File: src/rtl/core/frequent_items_summary_defines.svh
// ----------------------------------------------------------------------------
// Frequent items summary: assertion macros
// Shared forms for the concurrent checks of the summary block.
// ----------------------------------------------------------------------------
`ifndef FREQUENT_ITEMS_SUMMARY_DEFINES_SVH
`define FREQUENT_ITEMS_SUMMARY_DEFINES_SVH

// The consequent must hold in the same cycle as the antecedent.
`define FIS_ASSERT_IMPLIES(label, clk, rstn, ante, cons, msg) \
    label: assert property (@(posedge clk) disable iff (!rstn) (ante) |-> (cons)) \
        else $error(msg);

// The consequent must hold in the cycle after the antecedent.
`define FIS_ASSERT_NEXT(label, clk, rstn, ante, cons, msg) \
    label: assert property (@(posedge clk) disable iff (!rstn) (ante) |=> (cons)) \
        else $error(msg);

`endif

File: src/rtl/core/fis_pkg.sv
`timescale 1ns / 1ps
// ----------------------------------------------------------------------------
// Frequent items summary package
// Widths, codes and cell control types shared by the summary modules.
// ----------------------------------------------------------------------------
package fis_pkg;

    localparam int DEF_MAX_ENTRIES = 16;
    localparam int DEF_KEY_WIDTH   = 32;

    localparam int DATA_W     = 32;
    localparam int COUNT_W    = 32;
    localparam int CAP_W      = 5;
    localparam int KIND_W     = 2;
    localparam int OUTCOME_W  = 2;
    localparam int M_TDATA_W  = 72;
    localparam int M_PAD_W    = M_TDATA_W - OUTCOME_W - DATA_W - COUNT_W;

    localparam logic [CAP_W-1:0] CAP_RESET = CAP_W'(16);

    localparam logic OP_ADD    = 1'b0;
    localparam logic OP_REPORT = 1'b1;

    localparam logic [KIND_W-1:0] KIND_ACK   = 2'd0;
    localparam logic [KIND_W-1:0] KIND_ENTRY = 2'd1;
    localparam logic [KIND_W-1:0] KIND_EMPTY = 2'd2;

    localparam logic [OUTCOME_W-1:0] OUTCOME_COUNTED     = 2'd0;
    localparam logic [OUTCOME_W-1:0] OUTCOME_INSERTED    = 2'd1;
    localparam logic [OUTCOME_W-1:0] OUTCOME_DECREMENTED = 2'd2;
    localparam logic [OUTCOME_W-1:0] OUTCOME_NONE        = 2'd0;

    typedef enum logic [2:0] {
        CELL_HOLD,
        CELL_INC,
        CELL_INS,
        CELL_DEC,
        CELL_ROT
    } cell_op_t;

    typedef struct packed {
        cell_op_t op;
    } cell_ctrl_t;

    typedef struct packed {
        logic hit;
        logic live;
    } cell_stat_t;

endpackage

File: src/rtl/core/fis_cell.sv
`timescale 1ns / 1ps
// ----------------------------------------------------------------------------
// Summary cell
// One slot of the table: a key and a saturating count, compared against the
// broadcast key and rotated towards the head of the row during a report.
// ----------------------------------------------------------------------------
module fis_cell import fis_pkg::*; #(
    parameter int KEY_W = DEF_KEY_WIDTH
) (
    input  logic               aclk,
    input  logic               aresetn,
    input  cell_ctrl_t         ctrl,
    input  logic               sel,
    input  logic [KEY_W-1:0]   value,
    input  logic [KEY_W-1:0]   next_key,
    input  logic [COUNT_W-1:0] next_count,
    output logic [KEY_W-1:0]   key,
    output logic [COUNT_W-1:0] count,
    output cell_stat_t         stat
);

    logic [KEY_W-1:0]   key_reg;
    logic [KEY_W-1:0]   key_next;
    logic [COUNT_W-1:0] count_reg;
    logic [COUNT_W-1:0] count_next;

    always_comb begin
        key_next   = key_reg;
        count_next = count_reg;
        unique case (ctrl.op)
            CELL_HOLD: begin
            end
            CELL_INC: begin
                if (sel && count_reg != '1) begin
                    count_next = count_reg + COUNT_W'(1);
                end
            end
            CELL_INS: begin
                if (sel) begin
                    key_next   = value;
                    count_next = COUNT_W'(1);
                end
            end
            CELL_DEC: begin
                if (count_reg != '0) begin
                    count_next = count_reg - COUNT_W'(1);
                end
            end
            CELL_ROT: begin
                key_next   = next_key;
                count_next = next_count;
            end
            default: begin
            end
        endcase
    end

    always_ff @(posedge aclk) begin
        if (!aresetn) begin
            count_reg <= '0;
        end else begin
            count_reg <= count_next;
        end
    end

    always_ff @(posedge aclk) begin
        key_reg <= key_next;
    end

    assign key       = key_reg;
    assign count     = count_reg;
    assign stat.live = (count_reg != '0);
    assign stat.hit  = (count_reg != '0) && (key_reg == value);

endmodule

File: src/rtl/core/fis_live_count.sv
`timescale 1ns / 1ps
// ----------------------------------------------------------------------------
// Live slot counter
// Two-stage registered adder tree that counts the occupied cells.
// ----------------------------------------------------------------------------
module fis_live_count import fis_pkg::*; #(
    parameter int MAX_ENTRIES = DEF_MAX_ENTRIES,
    localparam int CNT_W      = $clog2(MAX_ENTRIES + 1)
) (
    input  logic                   aclk,
    input  logic                   aresetn,
    input  logic [MAX_ENTRIES-1:0] live,
    output logic [CNT_W-1:0]       cnt
);

    localparam int GROUPS = (MAX_ENTRIES + 7) / 8;
    localparam int PAD_W  = GROUPS * 8;

    logic [PAD_W-1:0] live_pad;
    logic [3:0]       grp_next [GROUPS];
    logic [3:0]       grp_reg  [GROUPS];
    logic [CNT_W-1:0] cnt_next;
    logic [CNT_W-1:0] cnt_reg;

    assign live_pad = PAD_W'(live);

    always_comb begin
        for (int g = 0; g < GROUPS; g++) begin
            grp_next[g] = '0;
            for (int b = 0; b < 8; b++) begin
                grp_next[g] = grp_next[g] + 4'(live_pad[g*8 + b]);
            end
        end
    end

    always_comb begin
        cnt_next = '0;
        for (int g = 0; g < GROUPS; g++) begin
            cnt_next = cnt_next + CNT_W'(grp_reg[g]);
        end
    end

    always_ff @(posedge aclk) begin
        if (!aresetn) begin
            for (int g = 0; g < GROUPS; g++) begin
                grp_reg[g] <= '0;
            end
            cnt_reg <= '0;
        end else begin
            grp_reg <= grp_next;
            cnt_reg <= cnt_next;
        end
    end

    assign cnt = cnt_reg;

endmodule

File: src/rtl/core/frequent_items_summary.sv
`timescale 1ns / 1ps
// ----------------------------------------------------------------------------
// Frequent items summary
// Misra-Gries heavy-hitter table built as a ring of key and count cells.
// ----------------------------------------------------------------------------
// An add item is accepted in the idle state, then in the add state every cell
// compares its key in parallel and the whole row is updated. After an insert
// or a decrement the occupied-slot count comes from a two-stage adder tree,
// so the following add waits for that count to settle. A report rotates the
// ring of cells once round, one cell per cycle unless a live cell waits for
// the output; a report of an empty table gives a single empty result.
// The table is empty after reset with no start-up pass.
`include "frequent_items_summary_defines.svh"

module frequent_items_summary import fis_pkg::*; #(
    parameter int MAX_ENTRIES = DEF_MAX_ENTRIES,
    parameter int KEY_WIDTH   = DEF_KEY_WIDTH
) (
    input  logic                 aclk,
    input  logic                 aresetn,
    input  logic                 cfg_valid,
    output logic                 cfg_ready,
    input  logic [CAP_W-1:0]     cfg_data,    // capacity_limit
    input  logic                 s_tvalid,
    output logic                 s_tready,
    input  logic [DATA_W-1:0]    s_tdata,     // value
    input  logic                 s_tuser,     // operation
    output logic                 m_tvalid,
    input  logic                 m_tready,
    output logic [M_TDATA_W-1:0] m_tdata,     // outcome, key, count, zero pad
    output logic [KIND_W-1:0]    m_tuser,     // kind
    output logic                 m_tlast
);

    localparam int CNT_W  = $clog2(MAX_ENTRIES + 1);
    localparam int CMP_W  = (CNT_W > CAP_W) ? CNT_W : CAP_W;
    localparam int CUR_W  = (MAX_ENTRIES > 1) ? $clog2(MAX_ENTRIES) : 1;
    localparam logic [CUR_W-1:0] CUR_LAST = CUR_W'(MAX_ENTRIES - 1);
    localparam logic [1:0] SETTLE_CYCLES = 2'd2;

    typedef enum logic [1:0] {
        ST_IDLE,
        ST_ADD,
        ST_REPORT,
        ST_EMPTY
    } state_t;

    state_t                 state_reg, state_next;
    logic [KEY_WIDTH-1:0]   value_reg, value_next;
    logic [MAX_ENTRIES-1:0] rem_reg, rem_next;
    logic [CUR_W-1:0]       cursor_reg, cursor_next;
    logic [1:0]             settle_reg, settle_next;
    logic [CAP_W-1:0]       cap_reg, cap_next;
    logic                   m_tvalid_reg, m_tvalid_next;
    logic                   m_tlast_reg, m_tlast_next;
    logic [KIND_W-1:0]      kind_reg, kind_next;
    logic [OUTCOME_W-1:0]   outcome_reg, outcome_next;
    logic [DATA_W-1:0]      key_reg, key_next;
    logic [COUNT_W-1:0]     count_reg, count_next;

    logic [KEY_WIDTH-1:0]   in_key;
    logic [DATA_W-1:0]      head_key;
    logic [KEY_WIDTH-1:0]   cell_key   [MAX_ENTRIES];
    logic [COUNT_W-1:0]     cell_count [MAX_ENTRIES];
    cell_stat_t             cell_stat  [MAX_ENTRIES];
    cell_ctrl_t             cell_ctrl;
    logic [MAX_ENTRIES-1:0] sel_vec;
    logic [MAX_ENTRIES-1:0] hit_vec;
    logic [MAX_ENTRIES-1:0] live_vec;
    logic [MAX_ENTRIES-1:0] free_vec;
    logic [MAX_ENTRIES-1:0] free_first;
    logic [CNT_W-1:0]       live_cnt;
    logic                   out_free;
    logic                   ins_ok;

    generate
        if (KEY_WIDTH <= DATA_W) begin : g_in_narrow
            assign in_key = s_tdata[KEY_WIDTH-1:0];
        end else begin : g_in_wide
            assign in_key = {{(KEY_WIDTH - DATA_W){1'b0}}, s_tdata};
        end
        if (KEY_WIDTH >= DATA_W) begin : g_out_narrow
            assign head_key = cell_key[0][DATA_W-1:0];
        end else begin : g_out_wide
            assign head_key = {{(DATA_W - KEY_WIDTH){1'b0}}, cell_key[0]};
        end
    endgenerate

    for (genvar i = 0; i < MAX_ENTRIES; i++) begin : g_cell
        fis_cell #(
            .KEY_W(KEY_WIDTH)
        ) u_cell (
            .aclk      (aclk),
            .aresetn   (aresetn),
            .ctrl      (cell_ctrl),
            .sel       (sel_vec[i]),
            .value     (value_reg),
            .next_key  (cell_key[(i + 1) % MAX_ENTRIES]),
            .next_count(cell_count[(i + 1) % MAX_ENTRIES]),
            .key       (cell_key[i]),
            .count     (cell_count[i]),
            .stat      (cell_stat[i])
        );
        assign hit_vec[i]  = cell_stat[i].hit;
        assign live_vec[i] = cell_stat[i].live;
    end

    fis_live_count #(
        .MAX_ENTRIES(MAX_ENTRIES)
    ) u_live_count (
        .aclk   (aclk),
        .aresetn(aresetn),
        .live   (live_vec),
        .cnt    (live_cnt)
    );

    assign free_vec   = ~live_vec;
    assign free_first = free_vec & (~free_vec + MAX_ENTRIES'(1));
    assign ins_ok     = (CMP_W'(live_cnt) < CMP_W'(cap_reg)) && (free_vec != '0);
    assign out_free   = !m_tvalid_reg || m_tready;

    always_comb begin
        state_next    = state_reg;
        value_next    = value_reg;
        rem_next      = rem_reg;
        cursor_next   = cursor_reg;
        settle_next   = (settle_reg != '0) ? settle_reg - 2'd1 : settle_reg;
        cap_next      = cfg_valid ? cfg_data : cap_reg;
        m_tvalid_next = m_tvalid_reg && !m_tready;
        m_tlast_next  = m_tlast_reg;
        kind_next     = kind_reg;
        outcome_next  = outcome_reg;
        key_next      = key_reg;
        count_next    = count_reg;
        cell_ctrl.op  = CELL_HOLD;
        sel_vec       = '0;
        unique case (state_reg)
            ST_IDLE: begin
                if (s_tvalid) begin
                    if (s_tuser == OP_ADD) begin
                        value_next = in_key;
                        state_next = ST_ADD;
                    end else if (live_vec == '0) begin
                        state_next = ST_EMPTY;
                    end else begin
                        rem_next    = live_vec;
                        cursor_next = '0;
                        state_next  = ST_REPORT;
                    end
                end
            end
            ST_ADD: begin
                if (settle_reg == '0 && out_free) begin
                    m_tvalid_next = 1'b1;
                    m_tlast_next  = 1'b1;
                    kind_next     = KIND_ACK;
                    key_next      = '0;
                    count_next    = '0;
                    if (hit_vec != '0) begin
                        cell_ctrl.op = CELL_INC;
                        sel_vec      = hit_vec;
                        outcome_next = OUTCOME_COUNTED;
                    end else if (ins_ok) begin
                        cell_ctrl.op = CELL_INS;
                        sel_vec      = free_first;
                        settle_next  = SETTLE_CYCLES;
                        outcome_next = OUTCOME_INSERTED;
                    end else begin
                        cell_ctrl.op = CELL_DEC;
                        settle_next  = SETTLE_CYCLES;
                        outcome_next = OUTCOME_DECREMENTED;
                    end
                    state_next = ST_IDLE;
                end
            end
            ST_EMPTY: begin
                if (out_free) begin
                    m_tvalid_next = 1'b1;
                    m_tlast_next  = 1'b1;
                    kind_next     = KIND_EMPTY;
                    outcome_next  = OUTCOME_NONE;
                    key_next      = '0;
                    count_next    = '0;
                    state_next    = ST_IDLE;
                end
            end
            ST_REPORT: begin
                if (!rem_reg[0] || out_free) begin
                    cell_ctrl.op = CELL_ROT;
                    if (rem_reg[0]) begin
                        m_tvalid_next = 1'b1;
                        m_tlast_next  = ((rem_reg >> 1) == '0);
                        kind_next     = KIND_ENTRY;
                        outcome_next  = OUTCOME_NONE;
                        key_next      = head_key;
                        count_next    = cell_count[0];
                    end
                    rem_next    = rem_reg >> 1;
                    cursor_next = cursor_reg + CUR_W'(1);
                    if (cursor_reg == CUR_LAST) begin
                        cursor_next = '0;
                        state_next  = ST_IDLE;
                    end
                end
            end
            default: begin
                state_next = ST_IDLE;
            end
        endcase
    end

    always_ff @(posedge aclk) begin
        if (!aresetn) begin
            state_reg    <= ST_IDLE;
            rem_reg      <= '0;
            cursor_reg   <= '0;
            settle_reg   <= '0;
            cap_reg      <= CAP_RESET;
            m_tvalid_reg <= 1'b0;
        end else begin
            state_reg    <= state_next;
            rem_reg      <= rem_next;
            cursor_reg   <= cursor_next;
            settle_reg   <= settle_next;
            cap_reg      <= cap_next;
            m_tvalid_reg <= m_tvalid_next;
        end
        value_reg   <= value_next;
        m_tlast_reg <= m_tlast_next;
        kind_reg    <= kind_next;
        outcome_reg <= outcome_next;
        key_reg     <= key_next;
        count_reg   <= count_next;
    end

    assign cfg_ready = 1'b1;
    assign s_tready  = (state_reg == ST_IDLE);
    assign m_tvalid  = m_tvalid_reg;
    assign m_tlast   = m_tlast_reg;
    assign m_tuser   = kind_reg;
    assign m_tdata   = {{M_PAD_W{1'b0}}, count_reg, key_reg, outcome_reg};

    `FIS_ASSERT_IMPLIES(a_single_hit, aclk, aresetn, 1'b1, $onehot0(hit_vec), "key held twice")
    `FIS_ASSERT_IMPLIES(a_live_count, aclk, aresetn, settle_reg == '0, int'(live_cnt) == $countones(live_vec), "live count stale")
    `FIS_ASSERT_IMPLIES(a_insert_room, aclk, aresetn, cell_ctrl.op == CELL_INS, int'(live_cnt) < int'(cap_reg), "insert beyond capacity")
    `FIS_ASSERT_NEXT(a_report_keeps, aclk, aresetn, state_reg == ST_REPORT, $countones(live_vec) == $past($countones(live_vec)), "report changed the table")

endmodule

File: config.mk
export PLATFORM = sky130hd
export DESIGN_NAME = frequent_items_summary
export DESIGN_NICKNAME = d
export VERILOG_FILES = /design/src/rtl/core/fis_pkg.sv /design/src/rtl/core/fis_cell.sv /design/src/rtl/core/fis_live_count.sv /design/src/rtl/core/frequent_items_summary.sv
export VERILOG_INCLUDE_DIRS = /design/src /design/src/rtl/core
export SDC_FILE = /design/constraint.sdc
export NUM_CORES = 2
export LEC_CHECK = 0
export ABC_AREA = 1
export BUFFER_PORTS_ARGS = -buffer_cell sky130_fd_sc_hd__buf_4
export CORE_ASPECT_RATIO = 2
export CORE_UTILIZATION = 55
export CTS_BUF_LIST = sky130_fd_sc_hd__clkbuf_4 sky130_fd_sc_hd__clkbuf_8
export DETAILED_ROUTE_END_ITERATION = 16
export HOLD_SLACK_MARGIN = 0.06
export PLACE_DENSITY = 0.79
export SKIP_LAST_GASP = 1
export SLEW_MARGIN = 20
export SYNTH_ARGS = -nofsm -noshare
export SYNTH_HDL_FRONTEND = slang
export SYNTH_SLANG_ARGS = --single-unit
File: constraint.sdc
create_clock -name aclk -period 27.2 [get_ports aclk]
set_input_delay 5.44 -clock aclk [delete_from_list [all_inputs] [get_ports aclk]]
set_output_delay 5.44 -clock aclk [all_outputs]
set_load 0.01 [all_outputs]
==> impl_metrics.ini <==
[worst_setup_path]
worst-endpoint-arrival_ns = 11.64
path_max_fanout = 137
cp.required_ns = 28.04
rrSetupSlack_ns = 17.77
setup.worst_path.end_class = register
r2r_end = g_cell[12].u_cell.count[18]
slowest_stage = buf_4
crit_top_cell = nand2_1
crit_type = input port to register
crit_buf_inv = 7
cpLargestDelayFamily = buffers and inverters
r2r_start = value_reg[4]
start_kind = input port
reg2reg_depth = 33
max_stage_delay_ns = 0.87
startpoint = m_tready

[synth]
synth_edf_count = 613
synth_warnings = 0
syn-cell-area_sq_mm = 0.0857
ys_dominant_reg_cell = edfxtp_1
async_flop_share_pct = 0
syn-instance-count = 12100
synth_top_area_share_pct = 21.5
synth.avg_cell_area_sq_um = 7.07
yosysTopAreaCell = edfxtp_1
synth_cell_types = 67
seq_area_frac_synth_pct = 34.4
ys_ff_latch = 1168
synth.area.top_cells = edfxtp_1 (21%), nand2_1 (14%), dfxtp_1 (13%)

[floorplanning]
num_rows = 204
die_w_um = 281
die_h_um = 560
ios = 121
fp.dieArea_sq_mm = 0.158
start_util_pct = 55.4
coreArea_sq_mm = 0.155

[sta]
tightest_slew_ns = 1.24
finalCriticalPeriod_ns = 10.81
drv_slew = 0
rsz0062_at_grt = false
fin_hold_ws_ns = 0.453
fin_ws_ns = 16.39
finalSetupTns_ns = 0
slew_headroom_pct = 17.4
fin_crit_sh_pct = 39.7
fin_worst_skew_ns = 0.101
hold_violations = 0
setup_viol = 0
max_freq_ghz = 0.0925

[clock_network]
insertion_delay_ns = 0.99
cts-root-buf = clkbuf_8
htree_levels = 4
cts_tree = built
cts_hold_buffers = 0
cts.sinks = 1168
cts_resized = 0
clkTransAtPathRegs_ns = 0.07
post_cts_buffers = 0
cts_buffers = 187
cts_buffer_depth = 4

[routing]
via_per_inst = 6.29
remaining_drc_errors = 0
wl_per_cell_um = 27.5
vias = 90200
first_pass_iters = 9
wirelength_um = 394000
ant_nets = 0
drtIter0Drc = 9752

[cells_and_area]
num-nets-final = 12700
layout_common_cells = nand2_1 (3240), nor2_1 (1687), inv_1 (1017)
drive_gt1_share_pct = 5.46
design_area_sq_mm = 0.0920
fin_util_pct = 59.5
final_common_cell = nand2_1
fillers = 14700
area_growth_pct = 7.31
stdcell_count = 14300

[power]
p_leak_nw = 40.8
power_mw = 9.37
p_per_area_mw_per_mm2 = 102
vdd_ir_drop_max_mv = 0.0771

[job]
drv_cap = 0

[grt]
grt_overflow = 0
antenna_found_initial = 27
grt_max_degree = 155
first_global_vias = 89200
grt_pass1_wl_um = 574000
grt_usage_pct = 49.7

[place]
dp.cells = 14000
place_congestion = 1.07
postPlaceCellArea_sq_mm = 0.0881
io_buffers = 113
pre_cts_ws_ns = 15.63
dp_hpwl_um = 289000

[hold_path]
hold_depth = 2
hold_class = register to register
min_to = settle_reg[0]
hp-start = settle_reg[1]

[run_status]
outcome = finished clean
[per-layer routing]
metal	share of wire [%]	global-route usage, %
met2	47	82.3
met1	29	44.0
met3	8.5	14.3
met5	0.043	0.185
met4	15	61.6
[how the worst max path moves through the flow]
stage	endpoint	slack, ns	depth (start not counted)
floorplan	count_reg[0]	9.75	8
global placement	g_cell[12].u_cell.count[28]	15.62	28
detailed placement	g_cell[5].u_cell.count[20]	15.63	24
CTS	g_cell[5].u_cell.count[20]	16.54	24
global route	g_cell[14].u_cell.count[20]	15.96	25
finish	g_cell[12].u_cell.count[18]	16.39	26
[cell families after synthesis]
group	count (synthesis)	share of synthesized area, %
XOR/XNOR	814	8.34
other	2	0.00876
flip-flops	1168	34.4
AND/OR/NAND/NOR	5797	27.4
AO/OA/AOI/OAI	2296	14.5
buffers and inverters	1520	7.44
adder cells (fa/ha/maj)	527	7.89
[layout make-up]
class                      count  area, sq um  area share [%]
antenna                       18         45.0          0.0490
clock buffer                 248         3150            3.43
clock inverter                83          682           0.741
inverter                    1052         3960            4.31
multi-input combinational   9441        49900            54.3
sequential                  1168        29500            32.1
tap                         2060         2580            2.80
timing repair buffer         275         2120            2.30
[synth_stat cells, drive strengths merged (2+ instances only)]
cell type / count
nand2: 3247
nor2: 1711
o21ai: 1109
inv: 1050
a21oi: 717
edfxtp: 613
xnor2: 605
dfxtp: 555
ha: 504
nand3: 307
nand4: 267
clkbuf: 263
xor2: 209
buf: 205
o22ai: 205
nor3: 152
nor4: 88
o21a: 44
a31oi: 43
a21o: 35
a21boi: 34
o211ai: 33
o21bai: 25
fa: 23
o221ai: 13
a211oi: 7
nand3b: 7
o311ai: 7
and2: 6
or2: 6
o2111ai: 5
a221oi: 4
a22oi: 4
o31ai: 4
nor4b: 3
o221a: 3
clkinv: 2
conb: 2
[power by group]
group / switching [mW] / internal [mW] / leakage [nW]
logic: 3.38 / 1.33 / 28.6
registers: 0.505 / 2.48 / 10.2
clock network: 0.823 / 0.852 / 2.03
total: 4.71 / 4.66 / 40.8
[worst min-delay path, stage by stage, from the launching register on]
cell and delay, ns:
dfxtp_1 0.32, nand2_1 0.06, nor2_1 0.03
Note: power is estimated with default switching activity, not from simulation.
